--- src/hdl/ime_pkg.sv ---
// Package for the micro-op executor: op codes, constants, the back-end state type and the queued item type.
// No dependencies.
`timescale 1ns / 1ps
`default_nettype none

package ime_pkg;

   typedef enum logic [5:0] {
      OP_LOAD_REG     = 6'd0,
      OP_STORE_REG    = 6'd1,
      OP_LOAD_FLAG    = 6'd2,
      OP_STORE_FLAG   = 6'd3,
      OP_LOAD_STATUS  = 6'd4,
      OP_STORE_STATUS = 6'd5,
      OP_LOAD_SAVED   = 6'd6,
      OP_STORE_SAVED  = 6'd7,
      OP_NOP          = 6'd8,
      OP_MOV          = 6'd9,
      OP_AND          = 6'd10,
      OP_OR           = 6'd11,
      OP_XOR          = 6'd12,
      OP_NOT          = 6'd13,
      OP_LSL          = 6'd14,
      OP_LSR          = 6'd15,
      OP_ASR          = 6'd16,
      OP_ROR          = 6'd17,
      OP_RRC          = 6'd18,
      OP_ADD          = 6'd19,
      OP_SUB          = 6'd20,
      OP_ADC          = 6'd21,
      OP_SBC          = 6'd22,
      OP_MUL          = 6'd23,
      OP_UMULH        = 6'd24,
      OP_SMULH        = 6'd25,
      OP_CLZ          = 6'd26,
      OP_GETN         = 6'd27,
      OP_GETZ         = 6'd28,
      OP_GETC         = 6'd29,
      OP_GETV         = 6'd30,
      OP_SETC         = 6'd31,
      OP_GETCIFZ      = 6'd32,
      OP_PCMASK       = 6'd33,
      OP_JZ           = 6'd34,
      OP_JNZ          = 6'd35,
      OP_BEGIN        = 6'd36,
      OP_END          = 6'd37
   } ime_op_type;

   localparam logic [5:0]  OP_LAST     = 6'd37;
   localparam int          IDX_MAX_W   = 16;
   localparam logic [31:0] PCMASK_ARM  = ~32'd1;
   localparam logic [31:0] PCMASK_WORD = ~32'd3;

   typedef enum logic {
      BK_ISSUE = 1'b0,
      BK_EXEC  = 1'b1
   } ime_back_state_type;

   typedef struct packed {
      ime_op_type           op;
      logic                 has_result;
      logic [IDX_MAX_W-1:0] dest;
      logic [31:0]          a_val;
      logic                 a_imm;
      logic [31:0]          b_val;
      logic                 b_imm;
   } ime_item_type;

endpackage

`default_nettype wire

--- src/hdl/ime_front.sv ---
// Front end of the micro-op executor: accepts transactions, decodes the op
// and holds decoded items in a two-entry queue. Depends on ime_pkg.
`timescale 1ns / 1ps
`default_nettype none

module ime_front
   import ime_pkg::*;
(
   input  wire logic         clock,
   input  wire logic         reset,
   input  wire logic         req_tvalid,
   output logic              req_tready,
   input  wire logic [79:0]  req_tdata,
   input  wire logic [7:0]   req_tuser,
   output ime_item_type      q_item,
   output logic              q_valid,
   input  wire logic         q_pop
);

   ime_item_type item_ff [2];
   logic         wr_ptr_ff, rd_ptr_ff;
   logic [1:0]   count_ff, count_in;
   ime_item_type dec;
   logic         push, pop;

   always_comb begin
      dec.op = OP_NOP;
      if (req_tuser[5:0] <= OP_LAST) begin
         dec.op = ime_op_type'(req_tuser[5:0]);
      end
      dec.has_result = !(dec.op inside {OP_STORE_REG, OP_STORE_FLAG, OP_STORE_STATUS,
                                        OP_STORE_SAVED, OP_NOP, OP_SETC, OP_JZ, OP_JNZ,
                                        OP_BEGIN, OP_END});
      dec.dest  = IDX_MAX_W'(req_tdata[9:0]);
      dec.a_val = req_tdata[41:10];
      dec.a_imm = req_tuser[6];
      dec.b_val = req_tdata[73:42];
      dec.b_imm = req_tuser[7];
   end

   assign req_tready = (count_ff != 2'd2);
   assign push       = req_tvalid && req_tready;
   assign q_valid    = (count_ff != 2'd0);
   assign pop        = q_pop && q_valid;
   assign q_item     = item_ff[rd_ptr_ff];

   always_comb begin
      count_in = count_ff;
      if (push && !pop) begin
         count_in = count_ff + 2'd1;
      end else if (pop && !push) begin
         count_in = count_ff - 2'd1;
      end
   end

   always_ff @(posedge clock) begin
      if (reset) begin
         wr_ptr_ff <= 1'b0;
         rd_ptr_ff <= 1'b0;
         count_ff  <= 2'd0;
      end else begin
         count_ff <= count_in;
         if (push) begin
            wr_ptr_ff <= !wr_ptr_ff;
         end
         if (pop) begin
            rd_ptr_ff <= !rd_ptr_ff;
         end
      end
   end

   always_ff @(posedge clock) begin
      if (push) begin
         item_ff[wr_ptr_ff] <= dec;
      end
   end

endmodule

`default_nettype wire

--- config.mk ---
export PLATFORM = sky130hd
export DESIGN_NAME = ime_front
export DESIGN_NICKNAME = d
export VERILOG_FILES = /design/src/hdl/ime_pkg.sv /design/src/hdl/ime_front.sv
export SDC_FILE = /design/constraint.sdc
export NUM_CORES = 1
export LEC_CHECK = 0
export BUFFER_PORTS_ARGS = -buffer_cell sky130_fd_sc_hd__buf_4
export CELL_PAD_IN_SITES_DETAIL_PLACEMENT = 1
export CELL_PAD_IN_SITES_GLOBAL_PLACEMENT = 2
export CORE_ASPECT_RATIO = 1.2
export CORE_MARGIN = 2
export CORE_UTILIZATION = 40
export DETAILED_ROUTE_END_ITERATION = 7
export PLACE_DENSITY = 0.92
export SYNTH_ARGS = -nofsm -noshare
export SYNTH_HDL_FRONTEND = slang
export SYNTH_SLANG_ARGS = --single-unit
--- constraint.sdc ---
create_clock -name clock -period 8.3 [get_ports clock]
set_clock_uncertainty 0.15 [all_clocks]
set_input_delay 1.245 -clock clock [delete_from_list [all_inputs] [get_ports clock]]
set_output_delay 1.245 -clock clock [all_outputs]
set_load 0.1 [all_outputs]
# Yosys cells after proc, flatten, opt, wreduce, memory -nomap -nowiden
# Memories as Yosys holds them, arrays and structs flattened. A register that Yosys moved wholly into a read port is not among the register bits.
# Index checks and enable logic that the tools add are counted.
[word_totals]
regBits = 4
latch_bits = 0
mem_bits_rw = 166
romBits = 0
in_bits = 92
output_inout_bits = 91
wordCells = 37
mem_count = 1
[op_classes]
n_addsub = 2
mul = 0
div = 0
order_cmp = 1
eq_ne = 11
shifts = 0
n_mux = 7
n_bitwise = 0
reduce_logical = 12
[mem_list]
columns = ["memory", "words", "width", "read_ports", "rd_ports_with_merged_regs", "wr", "line_no", "source"]
rows = [
  ["item_ff", 2, 83, 1, 1, 1, "ime_front.sv:20", "ime_item_type item_ff [2];"],
]
[ops]
columns = ["op", "count"]
rows = [
  ["6-bit equality test, second input constant", 4],
  ["6-bit by 3-bit equality test with 1-bit output, second input constant", 2],
  ["10-bit nonzero test", 1],
  ["6-bit by 1-bit equality test with 1-bit output, second input constant", 1],
  ["6-bit by 2-bit equality test with 1-bit output, second input constant", 1],
  ["6-bit by 4-bit equality test with 1-bit output, second input constant", 1],
  ["6-bit by 5-bit equality test with 1-bit output, second input constant", 1],
  ["6-bit <= comparator, second input constant", 1],
  ["6-bit 2-to-1 mux", 1],
  ["1-bit zero test", 5],
  ["1-bit logical AND", 4],
  ["1-bit 2-to-1 mux", 4],
  ["2-bit 2-to-1 mux", 2],
  ["2-bit nonzero test", 2],
  ["2-bit by 1-bit adder with 2-bit output, second input constant", 1],
  ["2-bit != test, second input constant", 1],
  ["2-bit by 1-bit subtractor with 2-bit output, second input constant", 1],
]

# Logic depth before layout (Yosys ltp)
# Gate-level depths: netlist of run 1.
[depth]
ltp_word = 6
depth_mapped = 6

# Worst setup path before layout of run 1
# No wires, ideal clock.
[synth_timing]
kind = "register to register"
from = "reg count_ff[0]"
to = "mem item_ff[1][0] in the netlist's numbering (enable)"
setup_ns = 0.451
t_arrival_ns = 3.356
path_slack_ns = 4.343
path_stages_with_launch = 3
path_buffers = 0
period_less_slack_ns = 3.957
path_cell_list = "dfxtp_1 nand2b_1 and3_1"
[synth_via]
elab_chain_len = 4
[synth_lines]
columns = ["item", "line_no", "source"]
rows = [
  ["start: declaration", "ime_front.sv:22", "logic [1:0] count_ff, count_in;"],
  ["start signal: assignment", "ime_front.sv:62", "count_ff <= count_in;"],
  ["2-bit != test", "ime_front.sv:41", "assign req_tready = (count_ff != 2'd2);"],
  ["net req_tready", "ime_front.sv:12", "output logic req_tready,"],
  ["1-bit logical AND", "ime_front.sv:42", "assign push = req_tvalid && req_tready;"],
  ["1-bit 2-to-1 mux", "ime_front.sv:73", "if (push) begin"],
  ["1-bit 2-to-1 mux (not written as such)", "ime_front.sv:74", "item_ff[wr_ptr_ff] <= dec;"],
  ["end: declaration", "ime_front.sv:20", ""],
]
# The timed path passes the listed nets, and every way through them passes these cells.

==> flow_metrics.env, run 1 <==
export IMPL_ant_nets=0
export IMPL_fmax_mhz=263.5
export IMPL_yosys_warnings=0
export IMPL_die_w_um=119.3
export IMPL_dr_pass1_iters=6
export IMPL_grtUsageTotal=0.1596
export IMPL_dr_total_vias=3341
export IMPL_crit_end="q_item[7]"
export IMPL_root_buffer="clkbuf_16"
export IMPL_cp_cell_sequence="buf_4 > mux2_2 > buf_4"
export IMPL_cts_tree="built"
export IMPL_setup_violations=0
export IMPL_grt_pass1_wl_mm=20.27
export IMPL_fin_crit_ps=3795
export IMPL_synth_area_um2=6384
export IMPL_crit_top_cell="buf_4"
export IMPL_insertion_delay_ps=410
export IMPL_gp_congestion=0.6981
export IMPL_clk_pin_slew_ps=60
export IMPL_ys_seq_area_frac=0.7966
export IMPL_wire_per_inst_um=18.53
export IMPL_viasPerCell=4.712
export IMPL_num_rows=50
export IMPL_synth_seq_cells=171
export IMPL_cts_setup_buffers=0
export IMPL_antenna_cells=0
export IMPL_yosysUniqueCellTypes=31
export IMPL_power_leakage_nw=3.197
export IMPL_cp_required_ps=6900
export IMPL_relSlewSlack=0.2144
export IMPL_syn_avg_cell_area_um2=20.66
export IMPL_tns_ps=0
export IMPL_start_util=0.4082
export IMPL_gr_total_overflow=0
export IMPL_wl_mm=13.14
export IMPL_final_nets=581
export IMPL_h_tree_depth=4
export IMPL_arrival_ps=2400
export IMPL_timing_final_crit_share=0.4572
export IMPL_crit_fanout=48
export IMPL_synthCells=309
export IMPL_vdd_drop_max_mv=0.2234
export IMPL_layout_area_overhead_vs_synth_pct=33.56
export IMPL_hold_viol=0
export IMPL_ctsHoldBuffers=0
export IMPL_fp_dieH_um=142.4
export IMPL_initialDrtViolationCount=213
export IMPL_outcome="complete, no violations"
export IMPL_r2r_start="count_ff[0]"
export IMPL_final_common_cell="buf_4"
export IMPL_cp_slowest_cell="dfxtp_4"
export IMPL_start_kind="flip-flop"
export IMPL_cts_repair_resize_count=0
export IMPL_grt_start_max_net_pins=84
export IMPL_end_kind="primary output"
export IMPL_antenna_found_initial=0
export IMPL_io_pins=183
export IMPL_clockBufferDepth=2
export IMPL_worst_pin_slew_ps=1178
export IMPL_portBuffers=170
export IMPL_grt_pass1_vias=3670
export IMPL_drc=0
export IMPL_reg2regPathDepth=4
export IMPL_die_area_um2=16990
export IMPL_total_power_mw=3.552
export IMPL_layout_common_cells="buf_4 (172), edfxtp_1 (166), mux2_1 (70)"
export IMPL_maxCapViolations=0
export IMPL_r2r_end="item_ff[0][49]"
export IMPL_dp_hpwl_mm=8.596
export IMPL_power_density_nw_per_um2=416.7
export IMPL_rsz0062_at_grt="no"
export IMPL_clkSinkCount=171
export IMPL_core_area_um2=15640
export IMPL_r2r_setup_slack_ps=6000
export IMPL_report_final_slew_viol_count=0
export IMPL_hold_class="flip-flop to flip-flop"
export IMPL_cts_made_buffers=17
export IMPL_drive_above_1_share=0.4351
export IMPL_slowest_delay_ps=660
export IMPL_crit_type="flip-flop to primary output"
-- layout make-up --
class	instances	area, um^2
Clock buffer	19	432.9
Clock inverter	13	245.2
Fill cell	1454	7114
Inverter	1	5.005
Multi-Input combinational cell	125	1202
Sequential cell	171	5089
Tap cell	208	260.3
Timing Repair Buffer	172	1291
-- critical path: cells and delay by family (launching register included) --
family,cells,cell delay [ps]
buffers and inverters,2,870
DFF,1,660
muxes,1,420
-- per-layer routing --
metal,vias to the layer above,global-route usage,part of all wire
li1,1557,-,-
met4,0,0.07245,0.022
met3,23,0.04688,0.055
met5,-,0,0
met1,1648,0.1790,0.38
met2,113,0.2813,0.54
-- worst min path at each step --
stage / startpoint / endpoint / slack [ps] / depth (start not counted)
after floorplan: rd_ptr_ff / flip-flop / 320 / 2
after CTS: rd_ptr_ff / flip-flop / 380 / 2
after global routing: rd_ptr_ff / flip-flop / 400 / 2
after global placement: rd_ptr_ff / rd_ptr_ff / 340 / 2
final: rd_ptr_ff / flip-flop / 380 / 2
after detailed placement: rd_ptr_ff / flip-flop / 350 / 2
-- Yosys cell counts --
cell type | instances | area [um^2]
a21oi_1 | 2 | 10.01
nand2b_1 | 2 | 12.51
nand2_1 | 2 | 7.510
and2_1 | 3 | 18.77
ha_1 | 1 | 12.51
dfxtp_1 | 5 | 100.1
or3_1 | 2 | 12.51
clkbuf_1 | 1 | 3.750
xor2_1 | 3 | 26.28
and3_1 | 2 | 12.51
nand3b_1 | 1 | 7.510
o21ai_1 | 1 | 5.000
o21ai_0 | 1 | 5.000
o21a_1 | 1 | 7.510
nand4_1 | 1 | 6.260
or2_2 | 1 | 6.260
mux2_2 | 13 | 146.4
conb_1 | 1 | 3.750
nor4_1 | 1 | 6.260
mux2_1 | 70 | 788.3
edfxtp_1 | 166 | 4985
inv_1 | 1 | 3.750
o31ai_1 | 3 | 22.52
nor2b_1 | 1 | 6.260
a21o_1 | 1 | 7.510
nor2_1 | 4 | 15.01
a221oi_2 | 1 | 15.01
a21boi_0 | 1 | 7.510
a21bo_1 | 1 | 10.01
buf_4 | 13 | 97.59
buf_2 | 3 | 15.01
-- flip-flops by register name, indices dropped and copies added, names as in the netlist, named ones only --
signal / cells
count_ff: 2
item_ff: 166
wr_ptr_ff: 1
rd_ptr_ff: 1
-- power by group --
group / leakage, nW / switching (mW) / internal (mW) / total, mW
Combinational: 1.27 / 1.21 / 0.309 / 1.52
Clock: 0.330 / 0.308 / 0.593 / 0.901
Sequential: 1.59 / 0.0523 / 1.08 / 1.14
-- metrics by stage --
stage	worst slack, ps	cell area [um^2]	util	std cells	hold slack, ps
floorplan	4343	6402	-	314	322.5
global placement	4932	7848	0.5018	677	336.3
detailed placement	4868	7848	0.5018	677	349.3
CTS	4401	8526	0.5451	709	375.4
global route	4343	8526	0.5451	709	401.6
finish	4505	8526	0.5451	709	378.3
-- kinds of logic (layout without fill, tap and decap cells) --
logic type | count (synthesis) | in the layout | synth area share
AOI/OAI and AO/OA | 12 | 12 | 0.01411
adders and majority gates | 1 | 1 | 0.001960
xor gates and xnor gates | 3 | 3 | 0.004117
DFF | 171 | 171 | 0.7966
and+or+nand+nor | 20 | 20 | 0.01745
other | 1 | 6 | 0.0005874
buffers and inverters | 18 | 205 | 0.01881
muxes | 83 | 83 | 0.1464
No activity file was read; power rests on OpenSTA's default activity.
==> inputs of run 2 (changes only) <==
Settings changed: CORE_UTILIZATION 40 to 37, PLACE_DENSITY 0.92 to 0.87.
Clock period 8.3 ns to 3.6 ns, I/O delays scaled along.
==> flow_metrics.env, run 2 (synthesis gave the netlist of run 1 again) <==
export IMPL_outcome="complete, no violations"
export IMPL_setup_violations=0
export IMPL_core_area_um2=16920
export IMPL_hold_viol=0
export IMPL_die_area_um2=18320
export IMPL_placed_cells=687
export IMPL_busiest_layer="met2"
export IMPL_cp_required_ps=2910
export IMPL_ant_nets=0
export IMPL_fin_cells=719
export IMPL_final_nets=583
export IMPL_clockBufferDepth=2
export IMPL_root_buffer="clkbuf_16"
export IMPL_fin_crit_ps=2672
export IMPL_start_util=0.3774
export IMPL_grt_use_met1=0.1551
export IMPL_clkSinkCount=171
export IMPL_reg_top3="item_ff (166), count_ff (2)"
export IMPL_holdWs_ps=159.7
export IMPL_dp_hpwl_mm=8.642
export IMPL_crit_fanout=70
export IMPL_layout_area_overhead_vs_synth_pct=32.03
export IMPL_wire_per_inst_um=17.74
export IMPL_fmax_mhz=374.2
export IMPL_layout_common_cells="buf_4 (172), edfxtp_1 (166), mux2_1 (70)"
export IMPL_grt_pass1_vias=3627
export IMPL_vdd_drop_max_mv=0.6472
export IMPL_gp_congestion=0.7035
export IMPL_viasPerCell=4.629
export IMPL_hold_class="primary input to flip-flop"
export IMPL_largest_register="item_ff"
export IMPL_grtUsageMet2=0.2464
export IMPL_dr_pass1_iters=3
export IMPL_timing_final_crit_share=0.7423
export IMPL_ctsHoldBuffers=0
export IMPL_num_rows=52
export IMPL_fin_area_um2=8428
export IMPL_h_tree_depth=4
export IMPL_cts_tree="built"
export IMPL_power_density_nw_per_um2=917.9
export IMPL_grt_start_max_net_pins=71
export IMPL_report_final_slew_viol_count=0
export IMPL_cts_made_buffers=17
export IMPL_relSlewSlack=0.6147
export IMPL_fp_dieH_um=147.9
export IMPL_antenna_found_initial=0
export IMPL_fin_util=0.4982
export IMPL_crit_type="flip-flop to primary output"
export IMPL_use_met3=0.04784
export IMPL_fin_ws_ps=927.8
export IMPL_final_common_cell="buf_4"
export IMPL_pre_cts_ws_ps=1216
export IMPL_portBuffers=170
export IMPL_grtUsageTotal=0.1416
export IMPL_initialDrtViolationCount=124
export IMPL_r2r_setup_slack_ps=1250
export IMPL_drive_above_1_share=0.4394
export IMPL_die_w_um=123.9
export IMPL_maxCapViolations=0
export IMPL_power_leakage_nw=3.133
export IMPL_arrival_ps=1980
export IMPL_gr_total_overflow=0
export IMPL_antenna_cells=0
export IMPL_end_kind="primary output"
export IMPL_io_pins=183
export IMPL_cts_repair_resize_count=0
export IMPL_grt_pass1_wl_mm=19.36
export IMPL_total_power_mw=7.736
export IMPL_cts_setup_buffers=0
export IMPL_postPlaceCellArea_um2=7900
export IMPL_start_kind="flip-flop"
export IMPL_wl_mm=12.75
export IMPL_rsz0062_at_grt="no"
export IMPL_fillCellCount=1610
export IMPL_insertion_delay_ps=410
export IMPL_worst_pin_slew_ps=576.7
export IMPL_dr_total_vias=3328
export IMPL_largest_reg_flops=166
export IMPL_drc=0
export IMPL_clk_pin_slew_ps=70
export IMPL_tns_ps=0
==> run 2: changes by cell type in the layout (fill, tap and decap cells not counted), moves of 2 or more <==
cell        previous run  this run
buf_12                 0         2
clkinvlp_4             0         4
inv_8                  0         2
clkinv_4               1         3
bufinv_16              7         0
==> run 2: per-layer routing <==
| layer | share of wire | routed length [um] | vias up |
|---|---|---|---|
| met5 | 0 | 0 | - |
| li1 | - | - | 1565 |
| met1 | 0.38 | 4900 | 1625 |
| met3 | 0.073 | 933 | 23 |
| met4 | 0.025 | 317 | 0 |
| met2 | 0.52 | 6601 | 115 |
==> run 2: power breakdown <==
part	internal [mW]	switching [mW]
Sequential	2.49	0.0857
Combinational	0.732	2.81
Clock	0.883	0.731
Total	4.11	3.63
==> run 2: critical path, stage by stage, from the launching register on <==
cell,delay (ps)
dfxtp_4,480
buf_12,360
mux2_2,390
buf_4,240
==> run 2: final timing paths <==
kind                 startpoint              to  cells past startpoint
setup / recovery      flip-flop       q_item[8]                      3
hold / removal    req_tdata[25]  item_ff[0][49]                      1
setup reg to reg    count_ff[0]  item_ff[0][82]                      4
hold reg to reg       rd_ptr_ff       flip-flop                      2
==> run 2: final cells by class <==
cell class | count | area [um^2] | share of cell area
sequential | 171 | 5089 | 0.6038
timing repair buffer | 174 | 1331 | 0.1580
multi-input combinational | 125 | 1202 | 0.1427
clock buffer | 18 | 429.2 | 0.05092
tap | 216 | 270.3 | 0.03207
clock inverter | 14 | 98.84 | 0.01173
inverter | 1 | 7.507 | 0.0008907
==> inputs of run 3 (changes only) <==
Clock period 3.6 ns to 2.7 ns, I/O delays scaled along.
==> flow_metrics.env, run 3 (synthesis gave the netlist of run 1 again) <==
export IMPL_r2r_setup_slack_ps=860
export IMPL_outcome="complete, no violations"
export IMPL_fin_cells=741
export IMPL_dp_hpwl_mm=8.811
export IMPL_gp_congestion=0.7059
export IMPL_cp_cell_sequence="buf_4 > mux2_1 > buf_4"
export IMPL_fmax_mhz=422.6
export IMPL_placed_cells=689
export IMPL_start_util=0.3774
export IMPL_clkSinkCount=171
export IMPL_power_leakage_nw=3.239
export IMPL_arrival_ps=1810
export IMPL_cts_made_buffers=17
export IMPL_io_pins=183
export IMPL_fp_dieH_um=147.9
export IMPL_antenna_found_initial=0
export IMPL_drive_above_1_share=0.4286
export IMPL_final_nets=605
export IMPL_h_tree_depth=4
export IMPL_core_area_um2=16920
export IMPL_dr_total_vias=3469
export IMPL_cp_slowest_cell="buf_4"
export IMPL_vdd_drop_max_mv=0.8430
export IMPL_layout_area_overhead_vs_synth_pct=35.91
export IMPL_reg_top3="item_ff (166), count_ff (2)"
export IMPL_gr_total_overflow=0
export IMPL_rsz0062_at_grt="no"
export IMPL_report_final_slew_viol_count=0
export IMPL_num_rows=52
export IMPL_viasPerCell=4.682
export IMPL_timing_final_crit_share=0.8764
export IMPL_clockBufferDepth=2
export IMPL_multi_input_area_um2=1210
export IMPL_r2r_end="count_ff[1]"
export IMPL_tns_ps=0
export IMPL_clk_pin_slew_ps=70
export IMPL_cts_setup_buffers=0
export IMPL_die_w_um=123.9
export IMPL_crit_type="flip-flop to primary output"
export IMPL_dr_pass1_iters=5
export IMPL_ant_nets=0
export IMPL_cts_tree="built"
export IMPL_start_kind="flip-flop"
export IMPL_r2r_start="count_ff[0]"
export IMPL_hold_class="primary input to flip-flop"
export IMPL_portBuffers=170
export IMPL_largest_register="item_ff"
export IMPL_cp_required_ps=2140
export IMPL_grtUsageTotal=0.1479
export IMPL_crit_end="q_item[4]"
export IMPL_drc=0
export IMPL_wire_per_inst_um=17.90
export IMPL_power_density_nw_per_um2=1204
export IMPL_reg2regPathDepth=5
export IMPL_fillCellCount=1582
export IMPL_end_kind="primary output"
export IMPL_die_area_um2=18320
export IMPL_final_common_cell="buf_4"
export IMPL_grt_start_max_net_pins=52
export IMPL_grt_pass1_vias=3869
export IMPL_setup_violations=0
export IMPL_fin_crit_ps=2366
export IMPL_layout_common_cells="buf_4 (173), edfxtp_1 (166), mux2_1 (70)"
export IMPL_seqCellArea_um2=5089
export IMPL_root_buffer="clkbuf_16"
export IMPL_crit_fanout=32
export IMPL_insertion_delay_ps=410
export IMPL_antenna_cells=0
export IMPL_crit_top_cell="buf_4"
export IMPL_hold_viol=0
export IMPL_grt_pass1_wl_mm=20.25
export IMPL_maxCapViolations=0
export IMPL_slowest_delay_ps=380
export IMPL_cts_repair_resize_count=0
export IMPL_largest_reg_flops=166
export IMPL_initialDrtViolationCount=131
export IMPL_wl_mm=13.26
-- run 3: metal layers --
metal | wire length, um | global-route usage
met4 | 310 | 0.05225
met1 | 5154 | 0.1564
met3 | 784 | 0.04784
met5 | 0 | 0
met2 | 7011 | 0.2712
-- run 3: power by group --
part | switching (mW) | internal (mW) | total, mW
clock | 1.03 | 1.19 | 2.23
combinational | 3.79 | 1.02 | 4.81
sequential | 0.0905 | 3.32 | 3.41
total | 4.92 | 5.53 | 10.4
-- run 3: worst min-delay path by stage --
| stage | startpoint | endpoint | slack [ps] | cells past startpoint |
|---|---|---|---|---|
| 2_1_floorplan | rd_ptr_ff | flip-flop | 320 | 2 |
| 3_3_place_gp | rd_ptr_ff | rd_ptr_ff | 340 | 2 |
| 3_5_place_dp | rd_ptr_ff | flip-flop | 350 | 2 |
| 4_1_cts | req_tdata[9] | item_ff[1][75] | 0.6 | 1 |
| 5_1_grt | req_tdata[25] | item_ff[1][49] | -1 | 1 |
| 6_report | req_tdata[11] | item_ff[0][35] | 30 | 1 |
-- run 3: area by class of cell --
type | instances | share of cell area
Sequential cell | 171 | 0.5865
Timing Repair Buffer | 196 | 0.1797
Multi-Input combinational cell | 125 | 0.1395
Clock buffer | 17 | 0.04903
Tap cell | 216 | 0.03115
Clock inverter | 15 | 0.01327
Inverter | 1 | 0.0008653
-- run 3: what timing repair did --
item / CTS / global route
hold buffers: 6 / 14
endpoints found under the setup margin: 0 / 0
endpoints found under the hold margin: 11 / 25
-- run 3: per-stage QoR --
| step | worst slack, ps | instance area, um^2 | utilization | hold slack, ps | total power [mW] |
|---|---|---|---|---|---|
| after floorplan | 66.47 | 6415 | - | 322.5 | 7.294 |
| after global placement | 773.7 | 7935 | 0.4691 | 340.6 | 8.208 |
| after detailed placement | 733.9 | 7935 | 0.4691 | 350.4 | 8.296 |
| after CTS | 276.7 | 8536 | 0.5046 | 0.6339 | 10.57 |
| after global routing | 232.4 | 8676 | 0.5129 | -1.268 | 10.82 |
| final | 333.8 | 8676 | 0.5129 | 26.16 | 10.45 |
-- run 3: worst max-delay path, delay by kind of cell (launching register included) --
family                 cells  cell delay (ps)
buffers and inverters      2              630
DFF                        1              350
muxes                      1              380
